**src/hdl/alob_pkg.sv**
```systemverilog
package alob_pkg;

    localparam int LEVELS_DEF  = 16;
    localparam int IMB_RESET   = 5;
    localparam int PRICE_W     = 32;
    localparam int QTY_W       = 32;
    localparam int ORD_W       = 16;
    localparam int IN_QTY_W    = 24;
    // top-N sums cover at most 31 levels of 32-bit quantity
    localparam int SUM_W       = 37;
    localparam int DIV_DW      = 56;
    localparam int DIV_VW      = SUM_W + 1;
    localparam int S_DATA_W    = 72;
    localparam int S_USER_W    = 4;
    localparam int M_DATA_W    = 184;

    typedef enum logic [2:0] {
        FUNC_ADD   = 3'd0,
        FUNC_RED   = 3'd1,
        FUNC_SET   = 3'd2,
        FUNC_CLR   = 3'd3,
        FUNC_DEPTH = 3'd4,
        FUNC_VWAP  = 3'd5
    } t_func;

    typedef enum logic [1:0] {
        ST_OK    = 2'd0,
        ST_STALE = 2'd1,
        ST_FULL  = 2'd2,
        ST_SHORT = 2'd3
    } t_status;

    typedef enum logic [2:0] {
        SOP_NONE,
        SOP_INS,
        SOP_DEL,
        SOP_WR,
        SOP_CLR
    } t_side_op;

    typedef struct packed {
        t_side_op           op;
        logic [PRICE_W-1:0] price;
        logic [QTY_W-1:0]   qty;
        logic [ORD_W-1:0]   orders;
    } t_side_cmd;

endpackage

```
**src/hdl/alob_div.sv**
```systemverilog
module alob_div import alob_pkg::*; #(
    parameter int DW = DIV_DW,
    parameter int VW = DIV_VW
) (
    input  logic          i_clk,
    input  logic          i_rst_n,
    input  logic          i_start,
    input  logic [DW-1:0] i_dividend,
    input  logic [VW-1:0] i_divisor,
    output logic          o_done,
    output logic [DW-1:0] o_quot
);

    localparam int CNW = $clog2(DW + 1);

    logic          r_busy;
    logic          r_done;
    logic [CNW-1:0] r_cnt;
    logic [VW-1:0] r_rem;
    logic [VW-1:0] r_dvs;
    logic [DW-1:0] r_quot;
    logic [VW:0]   trial;
    logic          fits;

    assign trial  = {r_rem, r_quot[DW-1]};
    assign fits   = trial >= {1'b0, r_dvs};
    assign o_done = r_done;
    assign o_quot = r_quot;

    // one quotient bit per cycle, restoring
    always_ff @(posedge i_clk) begin
        if (!i_rst_n) begin
            r_busy <= 1'b0;
            r_done <= 1'b0;
            r_cnt  <= '0;
        end else begin
            r_done <= 1'b0;
            if (i_start) begin
                r_busy <= 1'b1;
                r_cnt  <= CNW'(DW);
                r_rem  <= '0;
                r_dvs  <= i_divisor;
                r_quot <= i_dividend;
            end else if (r_busy) begin
                r_rem  <= fits ? VW'(trial - {1'b0, r_dvs}) : trial[VW-1:0];
                r_quot <= {r_quot[DW-2:0], fits};
                r_cnt  <= r_cnt - CNW'(1);
                if (r_cnt == CNW'(1)) begin
                    r_busy <= 1'b0;
                    r_done <= 1'b1;
                end
            end
        end
    end

endmodule

```
**config.mk**
```make
export PLATFORM = sky130hd
export DESIGN_NAME = alob_div
export DESIGN_NICKNAME = d
export VERILOG_FILES = /design/src/hdl/alob_pkg.sv /design/src/hdl/alob_div.sv
export SDC_FILE = /design/constraint.sdc
export NUM_CORES = 1
export LEC_CHECK = 0
export ABC_AREA = 0
export BUFFER_PORTS_ARGS = -buffer_cell sky130_fd_sc_hd__buf_2
export CORE_MARGIN = 2
export CORE_UTILIZATION = 50
export DETAILED_ROUTE_END_ITERATION = 8
export GPL_TIMING_DRIVEN = 0
export PLACE_DENSITY = 0.73
export SYNTH_ARGS = -nofsm -noshare
export SYNTH_HDL_FRONTEND = slang
export SYNTH_SLANG_ARGS = --single-unit
```
**constraint.sdc**
```tcl
create_clock -name i_clk -period 4.58 [get_ports i_clk]
set_input_delay 0.687 -clock i_clk [delete_from_list [all_inputs] [get_ports i_clk]]
set_output_delay 0.687 -clock i_clk [all_outputs]
set_load 0.02 [all_outputs]
```
Word-level counts from Yosys, hierarchy flattened
Cells that the tools add are included.

storage, ports and cells
  input port bits = 97
  logic and storage cells = 28
  flip-flop bits (word level) = 140

cells by class
  eq/ne operators = 1
  add/subtract/negate cells = 2
  reduce and logical (&&, ||, !) cells = 5
  mux-type cells = 10
  order comparisons = 1
  bitwise operators = 2

operator list
  kind                                                                    count
  56-bit two-way mux                                                      2
  38-bit two-way mux                                                      2
  39-bit by 38-bit greater-or-equal comparator with 1-bit output          1
  38-bit subtractor                                                       1
  6-bit two-way mux                                                       2
  6-bit by 1-bit equality test with 1-bit output (second input constant)  1
  6-bit by 1-bit subtractor with 6-bit output (second input constant)     1
  1-bit two-way mux                                                       4
  2-bit AND reduction                                                     2
  3-bit OR reduction                                                      1
  1-bit NOT                                                               2
  2-bit nonzero test                                                      1
  2-bit OR reduction                                                      1

Depth between registers and ports, before layout
Gate-level depths: netlist of the first run.

  depth after elaboration = 4
  depth in mapped cells = 12

Worst setup path after synthesis of the first run
No wires, ideal clock.

  path type = input to register
  start = in i_start
  end = reg r_quot[0] (netlist: o_quot[0]), enable pin
  stages = 2
  setup slack = 0.988 ns
  data arrival time = 3.131 ns
  cell sequence = clkbuf_1 -> o21a_1

on the way
  word-level cells in the longest chain between the ends = 2

RTL lines
  item                                  RTL line        RTL
  start: declaration                    alob_div.sv:7   input logic i_start,
  2-bit nonzero test (no source line)   --
  2-bit AND reduction (no source line)  --
  end signal: assignment                alob_div.sv:43  r_quot <= i_dividend;
  end signal: assignment                alob_div.sv:46  r_quot <= {r_quot[DW-2:0], fits};
  end: declaration                      alob_div.sv:21  logic [DW-1:0] r_quot;

No other way between the ends.
A chain may end at the register's enable or synchronous reset.

Worst setup path in the final report of the first run
  start = reg r_quot[55] (netlist: o_quot[55])
  end = reg r_rem[34] (data pin)

on the way
  word-level cells in the longest chain between the ends = 3
  elaborated cells between the ends (all ways) = 4
  those cells by class = add/sub (1); order compare (1); mux (2)

RTL lines
  item                                                                                                 RTL line                        RTL
  38-bit subtractor or 39-bit by 38-bit greater-or-equal comparator with 1-bit output (tied branches)  alob_div.sv:45, alob_div.sv:26
  38-bit two-way mux *                                                                                 alob_div.sv:45                  r_rem <= fits ? VW'(trial - {1'b0, r_dvs}) : trial[VW-1:0];
  38-bit two-way mux *                                                                                 alob_div.sv:44                  end else if (r_busy) begin
  end signal: assignment                                                                               alob_div.sv:45
  end: declaration                                                                                     alob_div.sv:19                  logic [VW-1:0] r_rem;

Every way passes the cells marked *; elsewhere a longest branch is shown, timed or not. The select of a mux whose other input is x is not followed.

==> impl_metrics.env, run 1 <==
export IMPL_rsz0062_at_grt="no"
export IMPL_postLayoutSetupSlackWorst_ps=942
export IMPL_vias=5924
export IMPL_muxShareOfSynthArea=0.112
export IMPL_mostFrequentLayoutCells="buf_2 (164), edfxtp_1 (132), inv_1 (58), mux2_2 (56), nor2_1 (56)"
export IMPL_yosysSeqAreaShare=0.515
export IMPL_fin_setup_tns_ps=0
export IMPL_cp_startpoint="o_quot[55]"
export IMPL_yosysUniqueCellTypes=62
export IMPL_clkPwrFrac=0.335
export IMPL_dieArea_sq_mm=0.0170
export IMPL_layout_commonest_cell="buf_2"
export IMPL_hold_viol=0
export IMPL_cts_sinks=140
export IMPL_holdCritPathClass="input port to flip-flop"
export IMPL_clock_tree_htree_level_count=4
export IMPL_die_w_um=131
export IMPL_dpl_cell_area_sq_mm=0.00908
export IMPL_switching_share=0.304
export IMPL_avgSynthCellArea_sq_um=11.5
export IMPL_postLayoutCellArea_sq_mm=0.00963
export IMPL_synthFlopType="edfxtp_1"
export IMPL_async_flop_share=0
export IMPL_cts_root_buf="clkbuf_16"
export IMPL_syn_area_sq_mm=0.00801
export IMPL_p_leak_uw=0.00411
export IMPL_yosys_area_top_type="edfxtp_1"
export IMPL_drv_cap=0
export IMPL_finClkSkew_ps=10.5
export IMPL_synth_warnings=0
export IMPL_insertion_delay_ps=420
export IMPL_synth_compound_area_frac=0.125
export IMPL_track_usage=0.219
export IMPL_ctsHoldBuffers=0
export IMPL_place_ws_ps=1050
export IMPL_fin_crit_sh=0.794
export IMPL_post_cts_setup_buffers=0
export IMPL_syn2layout_area_growth_pct=20.2
export IMPL_post_route_util=0.611
export IMPL_reg2reg_from="o_quot[55]"
export IMPL_crit_arrival_ps=3780
export IMPL_p_int_uw=2720
export IMPL_antenna_found_initial=1
export IMPL_ios=154
export IMPL_io_buffers=153
export IMPL_clock_fmax_ghz=0.275
export IMPL_holdCritStartpoint="i_divisor[24]"
export IMPL_drc=0
export IMPL_drtIter0Drc=289
export IMPL_place_hpwl_um=13100
export IMPL_tightest_slew_ps=846
export IMPL_synth_seq_cells=140
export IMPL_synthXorXnorAreaFrac=0.0372
export IMPL_power_density_mw_per_mm2=405
export IMPL_grt_first_pass_wirelength_um=28800
export IMPL_syn_inst=697
export IMPL_post_cts_resized=0
export IMPL_slew_headroom=0.435
export IMPL_drive_gt1_frac=0.310
export IMPL_path_class="flip-flop to flip-flop"
export IMPL_status="finished, final reports clean"
export IMPL_combinationalPowerShare=0.256
export IMPL_synth_top_family_by_area="compound AO/OA/AOI/OAI gates"
export IMPL_drt_wirelength_per_cell_um=16.5
export IMPL_rows=46
export IMPL_synth_top_area_share=0.495
export IMPL_synthAdderAreaFrac=0.0650
export IMPL_critPathLaunchType="flip-flop"
export IMPL_maxSlewViolCount=0
export IMPL_synth_top_cells_by_area="edfxtp_1 (49%), mux2_2 (7.9%), ha_1 (6.2%)"
export IMPL_core_area_sq_mm=0.0158
export IMPL_setup_viol=0
export IMPL_postRouteAntennaNets=0
export IMPL_viasPerCell=5.40
export IMPL_syn_num_nets=835
export IMPL_timing_hold_ws_ps=435
export IMPL_gr_total_overflow=0
export IMPL_ir_drop_v=0.000306
export IMPL_synth_edf_count=132
export IMPL_switchingPower_uw=1180
export IMPL_cp_end_kind="flip-flop"
export IMPL_p_seq_frac=0.409
export IMPL_die_y_um=131
export IMPL_clk_pin_slew_ps=70
export IMPL_num_nets_final=1008
export IMPL_start_util=0.508
export IMPL_synth_simple_area_share=0.0978
export IMPL_gp_congestion=0.879
export IMPL_cp_required_ps=4720
export IMPL_period_minus_slack_ps=3640
export IMPL_crit_fanout=4
export IMPL_cts_buffers=17
export IMPL_grt_max_degree=55
export IMPL_drt_pre_antenna_iters=4
export IMPL_cts_tree="yes"
export IMPL_wl_um=18100
export IMPL_grt_pass1_vias=5892
export IMPL_cts_buffer_depth=2
export IMPL_n_antenna_cell=0
[state kept, by name (all words and copies together), names as in the netlist]
| name | count |
|---|---|
| r_busy | 1 |
| r_rem | 38 |
| r_cnt | 6 |
| r_dvs | 38 |
| o_done | 1 |
| o_quot | 56 |
[through the flow]
stage          power (uW)  std cells
2_1_floorplan        2360        697
6_report             3900       1098
5_1_grt              4080       1098
3_3_place_gp         2600       1066
3_5_place_dp         2610       1067
4_1_cts              3920       1098
[power groups by stage]
stage / sequential (uW) / clock, uW / combinational (uW)
floorplan: 1650 / 0 / 710
global placement: 1620 / 0 / 973
detailed placement: 1620 / 0 / 993
global route: 1610 / 1370 / 1110
finish: 1590 / 1310 / 1000
CTS: 1590 / 1320 / 1000
[metal layers]
metal,vias up,routed length [um],part of all wire,GRT usage
met5,-,0,0,0
met4,0,234,0.013,0.0651
met3,24,1230,0.068,0.0733
met2,195,8720,0.48,0.362
met1,2805,7930,0.44,0.276
li1,2900,-,-,-
[cells by family (layout without fill, tap and decap cells)]
| group | after synthesis | in the layout |
|---|---|---|
| fa+ha+maj | 41 | 41 |
| flops | 140 | 140 |
| compound gates | 149 | 149 |
| mux | 83 | 83 |
| simple gates | 160 | 160 |
| xor+xnor | 34 | 34 |
| buf+inv | 90 | 275 |
[cells in the mapped netlist, types with 8 or more instances]
master	number
a211oi_1	10
a21o_1	20
a21oi_1	50
and3_1	8
buf_2	11
clkbuf_1	14
dfxtp_1	8
edfxtp_1	132
ha_1	40
inv_1	59
mux2_2	56
mux2i_1	27
nand2_1	35
nand3_1	15
nand4_1	8
nor2_1	56
o21ai_0	19
or3_1	9
xnor2_1	23
xor2_1	11
[final timing paths]
kind	endpoint	slack, ps	cells past startpoint
worst max-delay path	r_rem[34]	940	12
worst min-delay path	r_dvs[24]	430	1
worst max register to register	r_rem[34]	940	12
worst min register to register	r_cnt[1]	500	2
[cell type report]
| class | count | area (sq um) |
|---|---|---|
| buffer | 31 | 158 |
| clock buffer | 18 | 429 |
| clock inverter | 13 | 119 |
| fill | 1351 | 6140 |
| inverter | 59 | 221 |
| multi-input combinational | 467 | 3510 |
| sequential | 140 | 4120 |
| tap | 216 | 270 |
| timing repair buffer | 154 | 793 |
[worst max-delay path, cell delays in order (launching register included)]
cell,delay (ps)
edfxtp_1,450
inv_1,90
ha_1,160
inv_1,60
fa_1,400
a21o_1,220
a221oi_2,410
o2111ai_1,270
a211oi_1,570
o31a_1,320
mux2i_1,110
o21ai_0,220
a21oi_1,90
No activity file was read; power rests on OpenSTA's default activity.
==> run 2: changes to the inputs <==
--- a/config.mk
+++ b/config.mk
@@ -5,13 +5,13 @@
 export SDC_FILE = /design/constraint.sdc
 export NUM_CORES = 1
 export LEC_CHECK = 0
-export ABC_AREA = 0
+export ABC_AREA = 1
 export BUFFER_PORTS_ARGS = -buffer_cell sky130_fd_sc_hd__buf_2
 export CORE_MARGIN = 2
 export CORE_UTILIZATION = 50
 export DETAILED_ROUTE_END_ITERATION = 8
 export GPL_TIMING_DRIVEN = 0
-export PLACE_DENSITY = 0.73
+export PLACE_DENSITY = 0.75
 export SYNTH_ARGS = -nofsm -noshare
 export SYNTH_HDL_FRONTEND = slang
 export SYNTH_SLANG_ARGS = --single-unit
==> constraint.sdc (replaced) <==
create_clock -name i_clk -period 3.02 [get_ports i_clk]
set_input_delay 0.453 -clock i_clk [delete_from_list [all_inputs] [get_ports i_clk]]
set_output_delay 0.453 -clock i_clk [all_outputs]
set_load 0.02 [all_outputs]
==> run 2 against run 1 <==
- register-to-register slack worse by 500 ps
- total power increased by 68%
- sequential cell count unchanged
- maximum frequency is 41% higher
- clock skew is 7.7 ps higher
- first-iteration DRC count increased by 96%
- worst setup slack got worse by 500 ps
- critical path depth rose by 1
- clock power rose by 59%
- wire length rose by 24%
- die area grew 12%
- hold slack got worse by 250 ps
==> impl_metrics.env, run 2 <==
export IMPL_io_buffers=152
export IMPL_n_antenna_cell=0
export IMPL_ctsHoldBuffers=0
export IMPL_synth_top_cells_by_area="edfxtp_1 (44%), nand2_1 (20%), inv_1 (7.5%)"
export IMPL_cts_buffer_depth=2
export IMPL_fillCellCount=1648
export IMPL_rsz0062_at_grt="no"
export IMPL_gp_congestion=0.932
export IMPL_post_cts_setup_buffers=0
export IMPL_hold_viol=0
export IMPL_rows=49
export IMPL_layout_commonest_cell="nand2_1"
export IMPL_crit_fanout=10
export IMPL_syn_num_nets=1325
export IMPL_yosys_area_top_type="edfxtp_1"
export IMPL_dieArea_sq_mm=0.0191
export IMPL_power_uw=6550
export IMPL_syn_area_sq_mm=0.00902
export IMPL_core_area_sq_mm=0.0178
export IMPL_place_ws_ps=345
export IMPL_regArea_sq_mm=0.00412
export IMPL_clk_pin_slew_ps=80
export IMPL_power_density_mw_per_mm2=614
export IMPL_p_seq_frac=0.379
export IMPL_synth_edf_count=132
export IMPL_switchingPower_uw=2370
export IMPL_ys_top_cells_by_count="nand2_1 (481), inv_1 (180), edfxtp_1 (132)"
export IMPL_clkPwrFrac=0.317
export IMPL_num_nets_final=1497
export IMPL_multi_input_area_sq_mm=0.00404
export IMPL_drc=0
export IMPL_yosysMostFrequentCell="nand2_1"
export IMPL_crit_arrival_ps=2790
export IMPL_grt_first_pass_wirelength_um=36700
export IMPL_mostFrequentLayoutCells="nand2_1 (480), inv_1 (179), buf_2 (158), edfxtp_1 (132), nor2_1 (116)"
export IMPL_antenna_found_initial=0
export IMPL_syn2layout_area_growth_pct=18.3
export IMPL_track_usage=0.239
export IMPL_drv_cap=0
export IMPL_wl_um=22500
export IMPL_yosysSeqAreaShare=0.457
export IMPL_cts_buffers=17
export IMPL_async_flop_share=0
export IMPL_grt_max_degree=55
export IMPL_place_hpwl_um=17400
export IMPL_p_leak_uw=0.00555
export IMPL_maxSlewViolCount=0
export IMPL_path_class="flip-flop to flip-flop"
export IMPL_status="finished, final reports clean"
export IMPL_critPathMostFrequentCell="nand2_1"
export IMPL_crit_path_cell_trace="ha_1 -> nand2_1 -> nor2_1 -> nand2_1 -> nor3_2 -> nand4_1 -> nand2_1 -> inv_2 -> nand2_8 -> buf_6 -> nand3_1 -> inv_1 -> nor2_1"
export IMPL_synth_seq_cells=140
export IMPL_period_minus_slack_ps=2580
export IMPL_combinationalPowerShare=0.304
export IMPL_switching_share=0.362
export IMPL_largest_reg_flops=56
export IMPL_cts_tree="yes"
export IMPL_post_route_util=0.598
export IMPL_drt_wirelength_per_cell_um=14.0
export IMPL_cp_end_kind="flip-flop"
export IMPL_postLayoutSetupSlackWorst_ps=440
export IMPL_cts_sinks=140
export IMPL_insertion_delay_ps=440
export IMPL_critPathLaunchType="flip-flop"
export IMPL_synthFlopType="edfxtp_1"
export IMPL_ir_drop_v=0.000435
export IMPL_cp_required_ps=3230
export IMPL_drt_pre_antenna_iters=5
export IMPL_die_y_um=138
export IMPL_avgSynthCellArea_sq_um=7.60
export IMPL_synth_warnings=0
export IMPL_finClkSkew_ps=18.2
export IMPL_post_cts_resized=0
export IMPL_yosysUniqueCellTypes=40
export IMPL_synth_top_area_share=0.439
export IMPL_cts_root_buf="clkbuf_16"
export IMPL_setup_viol=0
export IMPL_start_util=0.506
export IMPL_drive_gt1_frac=0.182
export IMPL_vias=7821
export IMPL_viasPerCell=4.89
export IMPL_crit_path_max_incr_delay_ps=430
export IMPL_die_w_um=138
export IMPL_ios=154
export IMPL_fin_crit_sh=0.854
export IMPL_tightest_slew_ps=847
export IMPL_postRouteAntennaNets=0
export IMPL_drtIter0Drc=566
export IMPL_grt_pass1_vias=7548
export IMPL_clock_fmax_ghz=0.388
export IMPL_p_int_uw=4180
export IMPL_slew_headroom=0.434
export IMPL_clock_tree_htree_level_count=4
export IMPL_critPathSlowestCell="edfxtp_1"
export IMPL_syn_inst=1187
export IMPL_holdCritPathClass="input port to flip-flop"
export IMPL_gr_total_overflow=0
[run 2: per-layer routing]
layer  wire length [um]  share of wire  GRT usage
met5                  0              0          0
met4                383          0.017     0.0661
met3               1420          0.063     0.0572
met2              10500           0.47      0.397
met1              10200           0.45      0.315
[run 2: final timing paths]
check                      from         to  slack [ps]  depth (start not counted)
hold / removal    i_divisor[17]  r_dvs[17]         180                          1
setup / recovery      r_rem[22]  r_rem[31]         440                         13
setup reg to reg      r_rem[22]  r_rem[31]         440                         13
hold reg to reg        r_cnt[1]   r_cnt[1]         490                          2
[run 2: worst max-delay path: cells and delay by family (launching register included)]
| family | cells | cell delay (ps) |
|---|---|---|
| fa+ha+maj | 1 | 410 |
| buf+inv | 3 | 340 |
| flops | 1 | 430 |
| simple gates | 9 | 1160 |
[run 2: through the flow]
stage          std cells  area (sq um)  hold WS, ps  setup TNS, ps
3_5_place_dp        1569         10100          481              0
3_3_place_gp        1568         10100          474         -47740
2_1_floorplan       1187          9020          458              0
4_1_cts             1601         10700          175              0
6_report            1601         10700          182              0
5_1_grt             1601         10700          173              0
[run 2: logic make-up after synthesis]
family                   after synthesis  synth area share
XOR/XNOR                              21            0.0204
AND/OR/NAND/NOR                      720             0.339
flip-flops                           140             0.457
adder cells (fa/ha/maj)               41            0.0577
AO/OA/AOI/OAI                         50            0.0308
buffers and inverters                215            0.0953
[run 2: power groups by stage]
stage	clock, uW	sequential [uW]	combinational [uW]
6_report	2080	2480	1990
3_3_place_gp	0	2520	1950
4_1_cts	2100	2480	1990
5_1_grt	2200	2500	2250
3_5_place_dp	0	2520	1980
2_1_floorplan	0	2580	1390
[run 2: layout make-up]
class,count,area share
plain buffers,26,0.0134
clock inverters,15,0.0136
inverters,189,0.0672
well taps,229,0.0268
flip-flops and latches,140,0.386
clock buffers,17,0.0399
repair buffers,153,0.0739
multi-input cells,832,0.379
